**src/rtl/tssl_pkg.sv**
```systemverilog
package tssl_pkg;

    localparam int CONFIRM_PACKETS_DEF = 10;
    localparam int WINDOW_DEPTH_DEF    = 4096;

    localparam logic [7:0]  SYNC_MARK  = 8'h47;
    localparam int          BASE_SIZE  = 188;
    localparam int          SIZE_STEP1 = 16;
    localparam int          SIZE_STEP2 = 20;
    localparam int          PCR_W      = 42;
    localparam int          CLK_W      = 25;
    localparam int          DVD_W      = 32 + CLK_W;
    localparam logic [CLK_W-1:0] PCR_CLOCK = 25'd27000000;
    localparam logic [8:0]  PCR_EXT_MUL = 9'd300;
    localparam int          PID_W      = 14;

    typedef enum logic [1:0] {
        EV_GAINED = 2'd0,
        EV_LOST   = 2'd1,
        EV_RATE   = 2'd2
    } event_t;

    typedef struct packed {
        event_t      ev;
        logic [7:0]  size;
        logic [7:0]  skip;
        logic [31:0] rate;
        logic        last;
    } result_t;

    typedef enum logic [3:0] {
        S_IDLE,
        S_LOOP,
        S_HUNT,
        S_SRD,
        S_SCMP,
        S_CHK0,
        S_PRD,
        S_PCAP,
        S_TRK,
        S_TRK2,
        S_MUL,
        S_DIV,
        S_DROP,
        S_DRAIN
    } state_t;

    function automatic logic [7:0] try_size(input logic [1:0] k);
        case (k)
            2'd0:    try_size = 8'(BASE_SIZE);
            2'd1:    try_size = 8'(BASE_SIZE + SIZE_STEP1);
            2'd2:    try_size = 8'(BASE_SIZE + SIZE_STEP2);
            default: try_size = 8'(BASE_SIZE);
        endcase
    endfunction

endpackage

```
**src/rtl/tssl_divider.sv**
```systemverilog
module tssl_divider
    import tssl_pkg::*;
(
    input  logic             clk,
    input  logic             rst_n,
    input  logic             start,
    input  logic [DVD_W-1:0] dividend,
    input  logic [PCR_W-1:0] divisor,
    output logic             done,
    output logic [DVD_W-1:0] quotient
);

    localparam int CW = $clog2(DVD_W + 1);

    logic [DVD_W-1:0] dvd_reg, dvd_next;
    logic [PCR_W:0]   rem_reg, rem_next;
    logic [PCR_W-1:0] div_reg, div_next;
    logic [CW-1:0]    cnt_reg, cnt_next;
    logic             busy_reg, busy_next;
    logic             done_reg, done_next;
    logic [PCR_W:0]   rem_sh;

    always_comb
    begin
        dvd_next  = dvd_reg;
        rem_next  = rem_reg;
        div_next  = div_reg;
        cnt_next  = cnt_reg;
        busy_next = busy_reg;
        done_next = 1'b0;
        rem_sh    = {rem_reg[PCR_W-1:0], dvd_reg[DVD_W-1]};
        if (start)
        begin
            dvd_next  = dividend;
            rem_next  = '0;
            div_next  = divisor;
            cnt_next  = CW'(DVD_W);
            busy_next = 1'b1;
        end
        else if (busy_reg)
        begin
            // one restoring step: shift in a bit, subtract if it fits
            if (rem_sh >= {1'b0, div_reg})
            begin
                rem_next = rem_sh - {1'b0, div_reg};
                dvd_next = {dvd_reg[DVD_W-2:0], 1'b1};
            end
            else
            begin
                rem_next = rem_sh;
                dvd_next = {dvd_reg[DVD_W-2:0], 1'b0};
            end
            cnt_next = cnt_reg - 1'b1;
            if (cnt_reg == CW'(1))
            begin
                busy_next = 1'b0;
                done_next = 1'b1;
            end
        end
    end

    always_ff @(posedge clk or negedge rst_n)
    begin
        if (!rst_n)
        begin
            busy_reg <= 1'b0;
            done_reg <= 1'b0;
            cnt_reg  <= '0;
        end
        else
        begin
            busy_reg <= busy_next;
            done_reg <= done_next;
            cnt_reg  <= cnt_next;
        end
    end

    always_ff @(posedge clk)
    begin
        dvd_reg <= dvd_next;
        rem_reg <= rem_next;
        div_reg <= div_next;
    end

    assign done     = done_reg;
    assign quotient = dvd_reg;

endmodule

```
**config.mk**
```make
export PLATFORM = sky130hd
export DESIGN_NAME = tssl_divider
export DESIGN_NICKNAME = d
export VERILOG_FILES = /design/src/rtl/tssl_pkg.sv /design/src/rtl/tssl_divider.sv
export SDC_FILE = /design/constraint.sdc
export NUM_CORES = 1
export LEC_CHECK = 0
export ABC_AREA = 1
export ABC_CLOCK_PERIOD_IN_PS = 5600
export BUFFER_PORTS_ARGS = -buffer_cell sky130_fd_sc_hd__buf_2
export CAP_MARGIN = 20
export CORE_ASPECT_RATIO = 1.2
export CORE_MARGIN = 2
export CORE_UTILIZATION = 36
export DETAILED_ROUTE_END_ITERATION = 12
export GPL_ROUTABILITY_DRIVEN = 0
export GPL_TIMING_DRIVEN = 1
export HOLD_SLACK_MARGIN = 0.1
export MAX_ROUTING_LAYER = met4
export SYNTH_ARGS = -nofsm -noshare
export SYNTH_HDL_FRONTEND = slang
export SYNTH_SLANG_ARGS = --single-unit
```
**constraint.sdc**
```tcl
create_clock -name clk -period 5.6 [get_ports clk]
set_input_delay 0.56 -clock clk [delete_from_list [all_inputs] [get_ports clk]]
set_output_delay 0.56 -clock clk [all_outputs]
set_load 0.05 [all_outputs]
```
==> impl_metrics.toml <==
[timing]
tightest_slew_ns = 0.800
rsz0062_at_grt = "no"
hold_viol = 0
setup-tns-final_ns = 0
finClkSkew_ns = 0.0140
fmax_mhz = 347
slew-limit-headroom_pct = 46.3
finalCriticalPeriod_ns = 2.89
setup_viol = 0
fin_crit_sh_pct = 51.5
whs_ns = 0.298
drv_slew = 0
setup_slack_ns = 2.71

[clock_network]
cts_made_buffers = 17
cts_sinks = 149
cts_resized = 0
cts_buffer_depth = 2
ctsRootBufferMaster = "clkbuf_16"
htreeDepth = 4
clk_pin_slew_ns = 0.06
ctsHoldBuffers = 1
cts_setup_buffers = 0
insertion_delay_ns = 0.44
cts_tree = "built"

[setup_path]
reg2reg_to = "rem_reg[5]"
r2r_slack_ns = 2.71
worstPathMaxFanout = 45
cp-endpoint = "rem_reg[5]"
path_buf_inv = 2
cp_data_required_time_ns = 5.96
start_kind = "register"
cp-startpoint = "quotient[56]"
crit_path_max_incr_delay_ns = 0.48
r2r_cells = 14
end_kind = "register"
cp.depth = 14
crit_type = "reg2reg"
critical_path_arrival_ns = 3.25
crit_chain = "inv_1 -> ha_1 -> inv_1 -> nand3_1 -> nand3_1 -> nand2_1 -> nand3_2 -> nand2_1 -> nand2_2 -> nand2_4 -> nand2_4 -> nand2_1 -> nand3_1 -> o21ai_1"
path_delay_family = "simple AND/OR/NAND/NOR gates"
crit_slowest_cell = "edfxtp_1"
rr_startpoint = "quotient[56]"

[global_routing]
grt_pass1_vias = 8592
track_usage_pct = 19.6
overflow = 0
grt_pass1_wl_um = 42600
grt_max_degree = 59
antenna_found_initial = 0

[synth]
synth_area_leaders = "edfxtp_1, nand2_1, dfxtp_1, inv_1, ha_1"
ys.warnings.count = 0
syn_avg_cell_area_um2 = 7.02
synthDistinctLibCells = 36
synth_edf_count = 99
yosysTopAreaCell = "edfxtp_1"
ys_ff_latch = 149
synthArstFlopShare_pct = 5.37
yosys-top-cells-count = "nand2_1, inv_1, edfxtp_1, nand3_1, nor2_1"
postSynthCellCount = 1367
synthFlopType = "edfxtp_1"
ys_seq_area_share_pct = 41.8
synth_area_um2 = 9600
synth_most_common_cell = "nand2_1"
synth_nets = 1514
synth_top_area_share_pct = 31.0

[pwr]
power.density_nw_per_um2 = 267
p_leak_nw = 6.07
peakVddDrop_mv = 0.201
finalPower_mw = 3.04

[layout]
diodes = 0
nets = 1667
largest_register_ffs = 57
final_layout_size_suffix_gt1_share_pct = 15.1
design_area_um2 = 11400
area_growth_pct = 18.5

[min_path]
hold_depth = 1
hold_class = "in2reg"

[floorplanning]
rows = 65
core_um2 = 26300
die-area_um2 = 28000
io_pins = 160
die_y_um = 183
die_x_um = 153
start_util_pct = 36.5

[routing]
ant_nets = 0
post_drt_wl_per_cell_um = 14.0
drc = 0
vias_per_cell = 4.71
drtIter0Drc = 398
dr.pass1.iters = 5
vias = 8800
wl_um = 26200

[place]
portBuffers = 159
hpwl_um = 19600
post-place-ws_ns = 2.52
place_area_um2 = 10700

[job]
drv_cap = 0

[outcome]
status = "finished, final reports clean"
==> kinds of logic after synthesis <==
kind of cell	synth area share (%)
simple gates	35.5
buf+inv	10.7
flops	41.8
compound gates	3.99
fa+ha+maj	5.94
xor+xnor	2.10
==> routing by layer <==
metal / up-vias / GRT usage, % / share of wire (%) / wire [µm]
met3: 36 / 4.14 / 5.7 / 1480
met4: 0 / 6.26 / 2.0 / 524
met2: 258 / 33.7 / 48 / 12600
li1: 4534 / - / - / -
met1: 3972 / 22.8 / 44 / 11500
met5: - / - / 0 / 0
==> worst reg2reg max path, delay by kind of cell, from the launching register on <==
kind | cells | cell delay [ns]
compound gates | 1 | 0.10
fa+ha+maj | 1 | 0.14
buf+inv | 2 | 0.21
flops | 1 | 0.48
simple gates | 10 | 1.89
==> worst min-delay path by stage <==
stage                        endpoint  slack, ns   startpoint
final                     div_reg[19]       0.30  divisor[19]
after global placement           done       0.42        rst_n
after floorplan              busy_reg       0.26        rst_n
after CTS                 div_reg[19]       0.28  divisor[19]
after global routing      div_reg[39]       0.29  divisor[39]
after detailed placement         done       0.42        rst_n
==> power breakdown <==
part	leakage (nW)	internal, mW	total (mW)	switching (mW)
registers	1.46	1.25	1.28	0.0359
clock network	0.321	0.834	1.32	0.481
logic	4.28	0.125	0.439	0.314
total	6.07	2.21	3.04	0.831
==> placed cells by master (no fill, tap or decap), drive strengths merged <==
master and count:
edfxtp 99, a21o 2, nand3b 27, dlygate4sd3 1, inv 224, clkinv 9, xor2 1, bufinv 5
nand4 4, o21a 1, a21oi 31, nor2 93, o22ai 1, dfxtp 42, xnor2 22, nor4 1
ha 44, o21bai 5, clkinvlp 1, clkbuf 22, nor3 3, and2 4, dfrtp 8, nand3 95
a31oi 3, o21ai 27, nand2 592, fa 1, buf 165
==> per-stage QoR <==
step,instances,util (%)
6_report,1868,43.3
3_3_place_gp,1835,40.7
3_5_place_dp,1835,40.7
5_1_grt,1868,43.3
4_1_cts,1868,43.3
2_1_floorplan,1367,-
==> cell type report <==
type | count | area (µm²)
fillers | 2768 | 14900
clock buffers | 22 | 475
multi-input cells | 957 | 4560
well taps | 335 | 419
inverters | 229 | 860
clock inverters | 10 | 193
flip-flops and latches | 149 | 4010
repair buffers | 166 | 853
Power figures use the tool's default switching activity.
