<file path="src/rtl/tssl_pkg.sv">
package tssl_pkg;

    localparam int CONFIRM_PACKETS_DEF = 10;
    localparam int WINDOW_DEPTH_DEF    = 4096;

    localparam logic [7:0]  SYNC_MARK  = 8'h47;
    localparam int          BASE_SIZE  = 188;
    localparam int          SIZE_STEP1 = 16;
    localparam int          SIZE_STEP2 = 20;
    localparam int          PCR_W      = 42;
    localparam int          CLK_W      = 25;
    localparam int          DVD_W      = 32 + CLK_W;
    localparam logic [CLK_W-1:0] PCR_CLOCK = 25'd27000000;
    localparam logic [8:0]  PCR_EXT_MUL = 9'd300;
    localparam int          PID_W      = 14;

    typedef enum logic [1:0] {
        EV_GAINED = 2'd0,
        EV_LOST   = 2'd1,
        EV_RATE   = 2'd2
    } event_t;

    typedef struct packed {
        event_t      ev;
        logic [7:0]  size;
        logic [7:0]  skip;
        logic [31:0] rate;
        logic        last;
    } result_t;

    typedef enum logic [3:0] {
        S_IDLE,
        S_LOOP,
        S_HUNT,
        S_SRD,
        S_SCMP,
        S_CHK0,
        S_PRD,
        S_PCAP,
        S_TRK,
        S_TRK2,
        S_MUL,
        S_DIV,
        S_DROP,
        S_DRAIN
    } state_t;

    function automatic logic [7:0] try_size(input logic [1:0] k);
        case (k)
            2'd0:    try_size = 8'(BASE_SIZE);
            2'd1:    try_size = 8'(BASE_SIZE + SIZE_STEP1);
            2'd2:    try_size = 8'(BASE_SIZE + SIZE_STEP2);
            default: try_size = 8'(BASE_SIZE);
        endcase
    endfunction

endpackage

</file>
<file path="src/rtl/tssl_result_fifo.sv">
module tssl_result_fifo
    import tssl_pkg::*;
(
    input  logic    clk,
    input  logic    rst_n,
    input  logic    push,
    input  result_t push_data,
    output logic    full,
    output logic    out_valid,
    input  logic    out_ready,
    output result_t out_data
);

    result_t    slot [0:3];
    logic [1:0] wp_reg, wp_next;
    logic [1:0] rp_reg, rp_next;
    logic [2:0] cnt_reg, cnt_next;
    logic       pop;

    assign full      = (cnt_reg == 3'd4);
    assign out_valid = (cnt_reg != 3'd0);
    assign pop       = out_valid && out_ready;
    assign out_data  = slot[rp_reg];

    always_comb
    begin
        wp_next  = push ? wp_reg + 2'd1 : wp_reg;
        rp_next  = pop ? rp_reg + 2'd1 : rp_reg;
        cnt_next = cnt_reg + {2'b0, push} - {2'b0, pop};
    end

    always_ff @(posedge clk or negedge rst_n)
    begin
        if (!rst_n)
        begin
            wp_reg  <= '0;
            rp_reg  <= '0;
            cnt_reg <= '0;
        end
        else
        begin
            wp_reg  <= wp_next;
            rp_reg  <= rp_next;
            cnt_reg <= cnt_next;
        end
    end

    always_ff @(posedge clk)
    begin
        if (push)
        begin
            slot[wp_reg] <= push_data;
        end
    end

endmodule

</file>
<file path="config.mk">
export PLATFORM = sky130hd
export DESIGN_NAME = tssl_result_fifo
export DESIGN_NICKNAME = d
export VERILOG_FILES = /design/src/rtl/tssl_pkg.sv /design/src/rtl/tssl_result_fifo.sv
export SDC_FILE = /design/constraint.sdc
export NUM_CORES = 1
export LEC_CHECK = 0
export BUFFER_PORTS_ARGS = -buffer_cell sky130_fd_sc_hd__buf_4
export CELL_PAD_IN_SITES_DETAIL_PLACEMENT = 0
export CELL_PAD_IN_SITES_GLOBAL_PLACEMENT = 2
export CORE_ASPECT_RATIO = 0.6
export CORE_UTILIZATION = 47
export CTS_BUF_LIST = sky130_fd_sc_hd__clkbuf_8
export DETAILED_ROUTE_END_ITERATION = 8
export GPL_ROUTABILITY_DRIVEN = 1
export GPL_TIMING_DRIVEN = 0
export HOLD_SLACK_MARGIN = 0.15
export PLACE_DENSITY_LB_ADDON = 0.08
export SKIP_CTS_REPAIR_TIMING = 1
export SYNTH_ARGS = -nofsm -noshare
export SYNTH_HDL_FRONTEND = slang
export SYNTH_SLANG_ARGS = --single-unit
</file>
<file path="constraint.sdc">
create_clock -name clk -period 3.15 [get_ports clk]
set_input_delay 0.1575 -clock clk [delete_from_list [all_inputs] [get_ports clk]]
set_output_delay 0.1575 -clock clk [all_outputs]
set_load 0.03 [all_outputs]
</file>
==> results of run 1 <==
[kinds of logic after synthesis]
kind of cell	synth area share (%)
xor+xnor	0.5597
compound gates	0.2877
simple gates	0.5276
fa+ha+maj	1.215
buf+inv	2.078
mux	14.82
flops	80.51
[where the power goes]
part | switching, mW | internal (mW) | total, mW
logic | 2.07 | 1.55 | 3.62
clock network | 0.982 | 1.06 | 2.04
registers | 0.121 | 3.68 | 3.81
[synthesized netlist by cell type, types with 2 or more instances]
cell and instances:
sky130_fd_sc_hd__xor2_1 2, sky130_fd_sc_hd__mux4_1 3, sky130_fd_sc_hd__buf_2 5, sky130_fd_sc_hd__buf_12 5
sky130_fd_sc_hd__mux4_2 48, sky130_fd_sc_hd__xnor2_1 3, sky130_fd_sc_hd__and2_1 4, sky130_fd_sc_hd__edfxtp_1 204
sky130_fd_sc_hd__ha_1 6, sky130_fd_sc_hd__inv_1 6, sky130_fd_sc_hd__dfrtp_1 7
[per-stage QoR]
step	hold slack, ns	cells	instance area, um2
final	0.3587	749	10070
after global routing	0.3239	749	10070
after CTS	-0.6191	694	9517
after detailed placement	-0.02233	637	8925
after global placement	-0.02123	637	8915
after floorplan	-0.1381	302	7826
[worst max-delay path by stage]
| stage | end | from | slack (ns) | cells after the start |
|---|---|---|---|---|
| 6_report | out_data[11] | rp_reg[1] | 0.92 | 4 |
| 5_1_grt | out_data[44] | rp_reg[1] | 0.78 | 4 |
| 4_1_cts | out_data[44] | rp_reg[1] | 0.83 | 4 |
| 3_5_place_dp | cnt_reg[2] | cnt_reg[1] | 1.12 | 7 |
| 3_3_place_gp | slot[0][45] | wp_reg[0] | -0.06 | 3 |
| 2_1_floorplan | slot[0][0] | wp_reg[0] | 0.90 | 3 |
[cells in the final DEF, fill, tap and decap left out]
| cell type | instances |
|---|---|
| sky130_fd_sc_hd__inv_1 | 20 |
| sky130_fd_sc_hd__edfxtp_1 | 204 |
| sky130_fd_sc_hd__buf_12 | 5 |
| sky130_fd_sc_hd__dfrtp_1 | 7 |
| sky130_fd_sc_hd__buf_2 | 5 |
| sky130_fd_sc_hd__clkbuf_8 | 37 |
| sky130_fd_sc_hd__xor2_1 | 2 |
| sky130_fd_sc_hd__buf_6 | 1 |
| sky130_fd_sc_hd__o21ai_0 | 1 |
| sky130_fd_sc_hd__mux4_2 | 48 |
| sky130_fd_sc_hd__clkbuf_1 | 1 |
| sky130_fd_sc_hd__o311ai_0 | 1 |
| sky130_fd_sc_hd__xnor2_1 | 3 |
| sky130_fd_sc_hd__buf_4 | 107 |
| sky130_fd_sc_hd__clkinv_2 | 6 |
| sky130_fd_sc_hd__mux4_1 | 3 |
| sky130_fd_sc_hd__ha_1 | 6 |
| sky130_fd_sc_hd__nand2_1 | 1 |
| sky130_fd_sc_hd__or3_1 | 1 |
| sky130_fd_sc_hd__and2_4 | 4 |
| sky130_fd_sc_hd__dlygate4sd3_1 | 55 |
| sky130_fd_sc_hd__fa_1 | 1 |
| sky130_fd_sc_hd__and3_1 | 1 |
| sky130_fd_sc_hd__o31a_1 | 1 |
[cell type report]
type,instances,area share [%]
clock buffers,37,5.058
plain buffers,12,1.392
multi-input cells,73,13.63
clock inverters,20,0.8203
inverters,6,0.2237
flip-flops and latches,211,62.59
well taps,228,2.834
repair buffers,162,13.45
[metal layers]
metal | global-route usage, % | up-vias
li1 | - | 1680
met1 | 22.96 | 1860
met2 | 24.51 | 98
met3 | 4.570 | 19
met4 | 4.126 | 0
met5 | 0 | -
==> impl_metrics.env, run 1 <==
export IMPL_ys_dominant_reg_cell="sky130_fd_sc_hd__edfxtp_1"
export IMPL_grt_setup_unrepaired="no"
export IMPL_cap_viol_max_count=0
export IMPL_final_core_utilization_pct=61.91
export IMPL_fp_coreArea_um2=16260
export IMPL_top_layer_used="met4"
export IMPL_port_buffers=107
export IMPL_global_route_usage_total_pct=16.00
export IMPL_r2r_setup_slack_ns=1.12
export IMPL_p_leak_nw=3.603
export IMPL_power_density_nw_per_um2=940.8
export IMPL_drcViolationCount=0
export IMPL_detail_route_wl_per_cell_um=18.47
export IMPL_hold_path_cell_count=2
export IMPL_worst_hold_startpoint="push_data[33]"
export IMPL_detail_route_wirelength_met1_um=6633
export IMPL_worstHoldEndpoint="slot[1][33]"
export IMPL_placement_rows=36
export IMPL_route_final_wire_length_um=13840
export IMPL_post_route_cells_drive_above_1_share_pct=40.88
export IMPL_largest_register_ff_count=204
export IMPL_maximum_vdd_drop_mv=0.6254
export IMPL_cp_end_kind="primary output"
export IMPL_n_antenna_cell=0
export IMPL_critical_path_buf_inv_count=3
export IMPL_timing_limited_maximum_frequency_mhz=449.1
export IMPL_worst_endpoint_arrival_ns=2.07
export IMPL_nets=559
export IMPL_slew_violations=0
export IMPL_setup_viol_count_final=0
export IMPL_fp_dieArea_um2=17190
export IMPL_critical_path_top_delay_family="buffers and inverters"
export IMPL_number_of_antenna_violations_at_the_first_check_in_global_routing=0
export IMPL_totalNegativeSetupSlack_ns=0
export IMPL_crit_path_cells="clkbuf_1 -> buf_2 -> mux4_2 -> buf_4"
export IMPL_cts_inserted_buffers=31
export IMPL_drt_vias_per_instance=4.883
export IMPL_largest_net_degree_at_the_start_of_global_routing=52
export IMPL_detailedRoute_firstIterationViolations=190
export IMPL_clock_sink_count=211
export IMPL_vias=3657
export IMPL_ys_top_cells_by_area="sky130_fd_sc_hd__edfxtp_1, sky130_fd_sc_hd__mux4_2, sky130_fd_sc_hd__dfrtp_1"
export IMPL_floorplan_initialDensity_pct=48.13
export IMPL_post_layout_total_power_mw=9.471
export IMPL_grt_ovfl_total=0
export IMPL_time_the_final_worst_path_needs_with_i_o_delays_and_setup_ns=2.227
export IMPL_clock_tree_buffer_depth=3
export IMPL_syn_area_per_cell_um2=25.91
export IMPL_asyncSetResetFlopFracSynth_pct=3.318
export IMPL_warnings_synthesis=0
export IMPL_met3WireLength_um=728
export IMPL_clk_pin_slew_ns=0.07
export IMPL_area_growth_syn_to_layout_pct=28.63
export IMPL_num_fill_cells=1181
export IMPL_timing_hold_violations_final=0
export IMPL_depth_of_the_worst_register_to_register_path=7
export IMPL_worst_path_max_fanout=10
export IMPL_crit_required_ns=2.99
export IMPL_floorplan_die_width_um=168.6
export IMPL_synth_top_area_share_pct=78.27
export IMPL_ant_nets=0
export IMPL_final_critical_path_setup_slack_ns=0.9233
export IMPL_critical_path_reg2reg_startpoint="cnt_reg[1]"
export IMPL_io_pin_count=108
export IMPL_final_worst_path_period_share_pct=70.69
export IMPL_preCtsSetupSlack_ns=1.123
export IMPL_synth_enable_flop_cells=204
export IMPL_timing_rr_end="cnt_reg[2]"
export IMPL_final_seq_area_um2=6301
export IMPL_min_delay_path_class="input pin to flip-flop"
export IMPL_timing_slew_headroom_pct=45.11
export IMPL_synth_cell_area_um2=7826
export IMPL_synth_net_count=364
export IMPL_tritoncts="done"
export IMPL_worst_setup_start_kind="flip-flop"
export IMPL_gp_congestion=0.6685
export IMPL_half_perimeter_wire_length_after_detailed_placement_um=7677
export IMPL_met2RoutedLength_um=6301
export IMPL_netlist_instances=302
export IMPL_worst_path_max_delay_cell="sky130_fd_sc_hd__buf_2"
export IMPL_die_h_um=102.0
export IMPL_status="complete, no violations"
export IMPL_grt_pass1_vias=3609
export IMPL_worst_clock_skew_ns=0.01284
export IMPL_worstMarginPinSlew_ns=0.8233
export IMPL_synth_largest_area_cell="sky130_fd_sc_hd__edfxtp_1"
export IMPL_worst_setup_path_type="flip-flop to primary output"
export IMPL_grt_first_pass_wirelength_um=20270
export IMPL_cts_htree_levels=1
export IMPL_clock_tree_root="sky130_fd_sc_hd__clkbuf_8"
export IMPL_clk_insertion_delay_late_ns=0.53
export IMPL_synth_seq_area_share_pct=80.51
export IMPL_ys_seq_elements=211
export IMPL_detailedRoute_firstPassIterationCount=4
export IMPL_synth_cell_type_count=20
export IMPL_multi_input_comb_area_um2=1373
export IMPL_largest_stage_delay_worst_path_ns=0.37
Note: power is estimated with default switching activity, not from simulation.
==> run 2: changes to the inputs <==
CORE_UTILIZATION = 42   (was 47)
clock period = 2 ns   (was 3.15 ns; I/O delays follow)
==> run 2 against run 1 <==
  * The flow now finishes with violations (negative setup slack)
  * Clock power is 53% higher
  * Utilization fell by 5.0 points
  * Global-route usage down 0.81 points
  * Critical path type unchanged
  * Clock skew grew 0.011 ns
  * Setup slack got worse by 1.0 ns
  * First-iteration DRC count fell by 0.53%
  * Final area is 2.7% higher
  * Largest cell class unchanged
==> impl_metrics.env, run 2 (synthesized netlist as in run 1, its figures left out) <==
export IMPL_io_pin_count=108
export IMPL_power_density_nw_per_um2=1516
export IMPL_grt_setup_unrepaired="yes"
export IMPL_timing_hold_violations_final=0
export IMPL_cap_viol_max_count=0
export IMPL_worstMarginPinSlew_ns=0.8240
export IMPL_multi_input_comb_area_um2=1388
export IMPL_mostFrequentLayoutCells="sky130_fd_sc_hd__edfxtp_1, sky130_fd_sc_hd__buf_4, sky130_fd_sc_hd__dlygate4sd3_1"
export IMPL_preCtsSetupSlack_ns=-0.02821
export IMPL_port_buffers=107
export IMPL_largest_stage_delay_worst_path_ns=0.55
export IMPL_timing_slew_headroom_pct=45.06
export IMPL_final_worst_path_period_share_pct=103.7
export IMPL_cts_inserted_buffers=31
export IMPL_drt_vias_per_instance=4.916
export IMPL_final_instance_count_excl_fill=766
export IMPL_post_layout_total_power_mw=15.68
export IMPL_setup_viol_count_final=48
export IMPL_r2r_setup_slack_ns=0.04
export IMPL_drcViolationCount=0
export IMPL_power_switching_mw=5.254
export IMPL_worst_endpoint_arrival_ns=1.97
export IMPL_fp_dieArea_um2=19200
export IMPL_depth_of_the_worst_register_to_register_path=7
export IMPL_tritoncts="done"
export IMPL_critPathLaunch="rp_reg[0]"
export IMPL_switching_share_pct=33.51
export IMPL_min_delay_path_class="input pin to flip-flop"
export IMPL_time_the_final_worst_path_needs_with_i_o_delays_and_setup_ns=2.073
export IMPL_combinationalPowerShare_pct=41.7
export IMPL_final_seq_area_um2=6304
export IMPL_floorplan_die_width_um=178.2
export IMPL_crit_path_cells="buf_12 -> buf_12 -> mux4_2 -> buf_6"
export IMPL_clock_sink_count=211
export IMPL_maximum_vdd_drop_mv=0.8087
export IMPL_worst_path_max_fanout=10
export IMPL_status="finished with violations"
export IMPL_crit_required_ns=1.90
export IMPL_cp_num_cells=4
export IMPL_grt_first_pass_wirelength_um=21290
export IMPL_detail_route_wl_per_cell_um=19.03
export IMPL_p_leak_nw=3.662
export IMPL_nets=565
export IMPL_place_inst=649
export IMPL_area_growth_syn_to_layout_pct=32.12
export IMPL_share_of_power_burned_in_the_clock_network_pct=19.9
export IMPL_detailedRoute_firstIterationViolations=189
export IMPL_violations="negative setup slack"
export IMPL_grt_ovfl_total=0
export IMPL_global_route_usage_total_pct=15.19
export IMPL_worst_clock_skew_ns=0.02350
export IMPL_worst_setup_path_type="flip-flop to primary output"
export IMPL_number_of_antenna_violations_at_the_first_check_in_global_routing=0
export IMPL_clk_pin_slew_ns=0.07
export IMPL_worst_setup_start_kind="flip-flop"
export IMPL_hold_slack_ns=0.2792
export IMPL_power_share_of_the_sequential_group_pct=38.4
export IMPL_grt_pass1_vias=3790
export IMPL_route_final_wire_length_um=14580
export IMPL_gp_congestion=0.6968
export IMPL_half_perimeter_wire_length_after_detailed_placement_um=7992
export IMPL_post_dp_cell_area_um2=8940
export IMPL_vias=3766
export IMPL_final_critical_path_setup_slack_ns=-0.07317
export IMPL_critical_path_top_delay_family="multiplexers"
export IMPL_p_int_mw=10.42
export IMPL_fp_coreArea_um2=18160
export IMPL_ant_nets=0
export IMPL_num_fill_cells=1412
export IMPL_placement_rows=38
export IMPL_clock_tree_buffer_depth=3
export IMPL_largest_net_degree_at_the_start_of_global_routing=52
export IMPL_worst_path_max_delay_cell="sky130_fd_sc_hd__mux4_2"
export IMPL_post_route_cells_drive_above_1_share_pct=41.83
export IMPL_clock_tree_root="sky130_fd_sc_hd__clkbuf_8"
export IMPL_clk_insertion_delay_late_ns=0.56
export IMPL_floorplan_initialDensity_pct=43.09
export IMPL_final_cell_area_um2=10340
export IMPL_crit_path_to="out_data[48]"
export IMPL_critical_path_buf_inv_count=3
export IMPL_cp_end_kind="primary output"
export IMPL_cts_htree_levels=1
export IMPL_die_h_um=107.7
export IMPL_timing_limited_maximum_frequency_mhz=482.4
export IMPL_largest_register_ff_count=204
export IMPL_slew_violations=0
export IMPL_critPathMostFrequentCell="sky130_fd_sc_hd__buf_12"
export IMPL_timing_rr_end="cnt_reg[2]"
export IMPL_n_antenna_cell=0
export IMPL_most_common_library_cell_in_the_layout_ignoring_fill_and_taps="sky130_fd_sc_hd__edfxtp_1"
export IMPL_critical_path_reg2reg_startpoint="cnt_reg[2]"
export IMPL_detailedRoute_firstPassIterationCount=4
## run 2: cell count changes in the layout (fill, tap and decap cells not counted), sizes merged
| cell | previous run | this run |
|---|---|---|
| clkinvlp | 0 | 1 |
| clkbuf | 38 | 37 |
| buf | 118 | 119 |
| clkinv | 6 | 12 |
| bufinv | 0 | 1 |
| inv | 20 | 17 |
## run 2: cell type report
cell class | count | share of cell area [%]
inverters | 6 | 0.2178
repair buffers | 169 | 15.62
plain buffers | 11 | 1.525
clock inverters | 25 | 1.222
well taps | 240 | 2.904
clock buffers | 31 | 4.126
flip-flops and latches | 211 | 60.96
multi-input cells | 73 | 13.42
## run 2: metrics by stage
| step | utilization [%] | setup TNS (ns) |
|---|---|---|
| after floorplan | - | 0 |
| after global placement | 49.19 | -50.40 |
| after detailed placement | 49.22 | -0.02821 |
| after CTS | 52.27 | -13.96 |
| after global routing | 56.93 | -6.495 |
| final | 56.93 | -1.865 |
## run 2: power groups by stage
stage / clock, mW / sequential, mW / combinational, mW
floorplan: 0 / 6.02 / 3.91
global placement: 0 / 6.07 / 5.74
detailed placement: 0 / 6.09 / 5.77
CTS: 3.23 / 6.01 / 5.80
global route: 3.39 / 6.10 / 6.95
finish: 3.12 / 6.02 / 6.53
## run 2: routing by layer
layer | share of wire [%] | vias up | track usage, %
met1 | 46 | 1946 | 21.25
met5 | 0 | - | 0
met4 | 1.8 | 0 | 4.177
met2 | 46 | 109 | 22.90
li1 | - | 1686 | -
met3 | 6.0 | 25 | 4.944
## run 2: worst min path at each step
| stage | startpoint | end | slack [ns] | cells past startpoint |
|---|---|---|---|---|
| 2_1_floorplan | rst_n | cnt_reg[0] | -0.20 | 0 |
| 3_3_place_gp | rst_n | cnt_reg[0] | -0.08 | 1 |
| 3_5_place_dp | rst_n | cnt_reg[0] | -0.07 | 1 |
| 4_1_cts | rst_n | cnt_reg[0] | -0.71 | 1 |
| 5_1_grt | push_data[1] | slot[1][1] | 0.24 | 2 |
| 6_report | push_data[1] | slot[1][1] | 0.28 | 2 |
==> run 3: changes to the inputs <==
RECOVER_POWER = 50   (was not set)
==> run 3 against run 2 <==
  * The run still ends with negative setup slack left
  * Count of clock-buffer cells in the layout stayed put
  * Via count decreased by 1.3%
  * First-iteration DRC count increased by 18%
  * Sequential power about the same
  * Critical endpoint unchanged
  * Highest routed layer unchanged
==> impl_metrics.env, run 3 (synthesized netlist as in run 1, its figures left out) <==
export IMPL_floorplan_initialDensity_pct=43.09
export IMPL_clock_sink_count=211
export IMPL_global_route_usage_total_pct=15.19
export IMPL_multi_input_comb_area_um2=1388
export IMPL_violations="negative setup slack"
export IMPL_slew_violations=0
export IMPL_largest_stage_delay_worst_path_ns=0.55
export IMPL_share_of_power_burned_in_the_clock_network_pct=20.0
export IMPL_cp_end_kind="primary output"
export IMPL_crit_required_ns=1.90
export IMPL_worstMarginPinSlew_ns=0.8214
export IMPL_drcViolationCount=0
export IMPL_maximum_vdd_drop_mv=0.8095
export IMPL_clock_tree_root="sky130_fd_sc_hd__clkbuf_8"
export IMPL_n_antenna_cell=0
export IMPL_r2r_setup_slack_ns=0.04
export IMPL_worst_setup_path_type="flip-flop to primary output"
export IMPL_placement_rows=38
export IMPL_io_pin_count=108
export IMPL_hold_slack_ns=0.3438
export IMPL_detailedRoute_firstIterationViolations=223
export IMPL_port_buffers=107
export IMPL_clk_insertion_delay_late_ns=0.56
export IMPL_timing_hold_violations_final=0
export IMPL_time_the_final_worst_path_needs_with_i_o_delays_and_setup_ns=2.074
export IMPL_cap_viol_max_count=0
export IMPL_num_fill_cells=1457
export IMPL_mostFrequentLayoutCells="sky130_fd_sc_hd__edfxtp_1, sky130_fd_sc_hd__dlygate4sd3_1, sky130_fd_sc_hd__clkbuf_1, sky130_fd_sc_hd__buf_6, sky130_fd_sc_hd__mux4_2"
export IMPL_worst_path_max_fanout=10
export IMPL_hold_path_cell_count=2
export IMPL_route_final_wire_length_um=14540
export IMPL_clk_pin_slew_ns=0.06
export IMPL_power_share_of_the_sequential_group_pct=38.5
export IMPL_grt_ovfl_total=0
export IMPL_cts_inserted_buffers=31
export IMPL_cts_htree_levels=1
export IMPL_drt_vias_per_instance=4.852
export IMPL_critical_path_buf_inv_count=3
export IMPL_floorplan_die_width_um=178.2
export IMPL_combinationalPowerShare_pct=41.5
export IMPL_grt_setup_unrepaired="yes"
export IMPL_largest_net_degree_at_the_start_of_global_routing=52
export IMPL_worst_path_max_delay_cell="sky130_fd_sc_hd__mux4_2"
export IMPL_setup_viol_count_final=48
export IMPL_grt_first_pass_wirelength_um=21290
export IMPL_half_perimeter_wire_length_after_detailed_placement_um=7992
export IMPL_die_h_um=107.7
export IMPL_p_leak_nw=3.477
export IMPL_post_layout_total_power_mw=15.63
export IMPL_largest_register_ff_count=204
export IMPL_detail_route_wl_per_cell_um=18.98
export IMPL_final_worst_path_period_share_pct=103.7
export IMPL_critPathLaunch="rp_reg[0]"
export IMPL_depth_of_the_worst_register_to_register_path=7
export IMPL_fp_coreArea_um2=18160
export IMPL_gp_congestion=0.6968
export IMPL_post_dp_cell_area_um2=8940
export IMPL_worst_hold_startpoint="push_data[28]"
export IMPL_detailedRoute_firstPassIterationCount=4
export IMPL_switching_share_pct=33.58
export IMPL_crit_path_cells="buf_12 -> buf_12 -> mux4_2 -> buf_6"
export IMPL_worst_clock_skew_ns=0.02285
export IMPL_area_growth_syn_to_layout_pct=29.67
export IMPL_fp_dieArea_um2=19200
export IMPL_totalNegativeSetupSlack_ns=-1.941
export IMPL_grt_pass1_vias=3790
export IMPL_most_common_library_cell_in_the_layout_ignoring_fill_and_taps="sky130_fd_sc_hd__edfxtp_1"
export IMPL_worst_endpoint_arrival_ns=1.97
export IMPL_timing_limited_maximum_frequency_mhz=482.1
export IMPL_tritoncts="done"
export IMPL_worst_setup_start_kind="flip-flop"
export IMPL_min_delay_path_class="input pin to flip-flop"
export IMPL_power_switching_mw=5.246
export IMPL_critPathMostFrequentCell="sky130_fd_sc_hd__buf_12"
export IMPL_nets=565
export IMPL_post_route_cells_drive_above_1_share_pct=32.13
export IMPL_critical_path_top_delay_family="multiplexers"
export IMPL_timing_slew_headroom_pct=45.24
export IMPL_critical_path_reg2reg_startpoint="cnt_reg[2]"
export IMPL_p_int_mw=10.38
export IMPL_number_of_antenna_violations_at_the_first_check_in_global_routing=0
export IMPL_status="finished with violations"
export IMPL_final_seq_area_um2=6304
export IMPL_power_density_nw_per_um2=1540
export IMPL_clock_tree_buffer_depth=3
export IMPL_final_cell_area_um2=10150
export IMPL_ant_nets=0
export IMPL_vias=3717
export IMPL_final_critical_path_setup_slack_ns=-0.07412
export IMPL_final_core_utilization_pct=55.88
export IMPL_timing_rr_end="cnt_reg[2]"
export IMPL_worstHoldEndpoint="slot[1][28]"
==> run 3: per-layer routing <==
layer / track usage (%) / up-vias / share of wire [%]
li1: - / 1690 / -
met1: 21.25 / 1899 / 46
met2: 22.90 / 101 / 45
met3: 4.944 / 27 / 6.3
met4: 4.177 / 0 / 1.9
met5: 0 / - / 0
==> run 3: metrics by stage <==
| stage | cells | worst slack (ns) |
|---|---|---|
| 6_report | 766 | -0.07412 |
| 5_1_grt | 766 | -0.1654 |
| 4_1_cts | 705 | -0.3229 |
| 3_5_place_dp | 649 | -0.02821 |
| 3_3_place_gp | 649 | -0.2963 |
| 2_1_floorplan | 302 | 0.08655 |
==> run 3: cell type report <==
type                    count  area share [%]
well taps                 240           2.959
inverters                   6          0.2219
clock inverters            25           1.245
repair buffers            169           14.03
plain buffers              11           1.553
multi-input cells          73           13.67
clock buffers              31           4.204
flip-flops and latches    211           62.11
==> run 3: worst register-to-register path, stage by stage (launching register included) <==
cell	delay, ns
sky130_fd_sc_hd__dfrtp_2	0.43
sky130_fd_sc_hd__o31a_1	0.27
sky130_fd_sc_hd__ha_1	0.30
sky130_fd_sc_hd__inv_2	0.04
sky130_fd_sc_hd__ha_4	0.15
sky130_fd_sc_hd__fa_2	0.37
sky130_fd_sc_hd__xnor2_2	0.15
sky130_fd_sc_hd__xnor2_1	0.13
==> run 3: power by group through the flow <==
stage,combinational (mW),sequential (mW),clock (mW)
after floorplan,3.91,6.02,0
after global placement,5.74,6.07,0
after detailed placement,5.77,6.09,0
after CTS,5.80,6.01,3.23
after global routing,6.90,6.10,3.39
final,6.48,6.02,3.12
==> run 3: worst max-delay path by stage <==
stage                     cells after the start      endpoint  slack (ns)
final                                         4  out_data[48]       -0.07
after global routing                          4  out_data[48]       -0.17
after CTS                                     4  out_data[36]       -0.32
after detailed placement                      7    cnt_reg[2]       -0.03
after global placement                        3   slot[2][49]       -0.30
after floorplan                               7    cnt_reg[2]        0.09
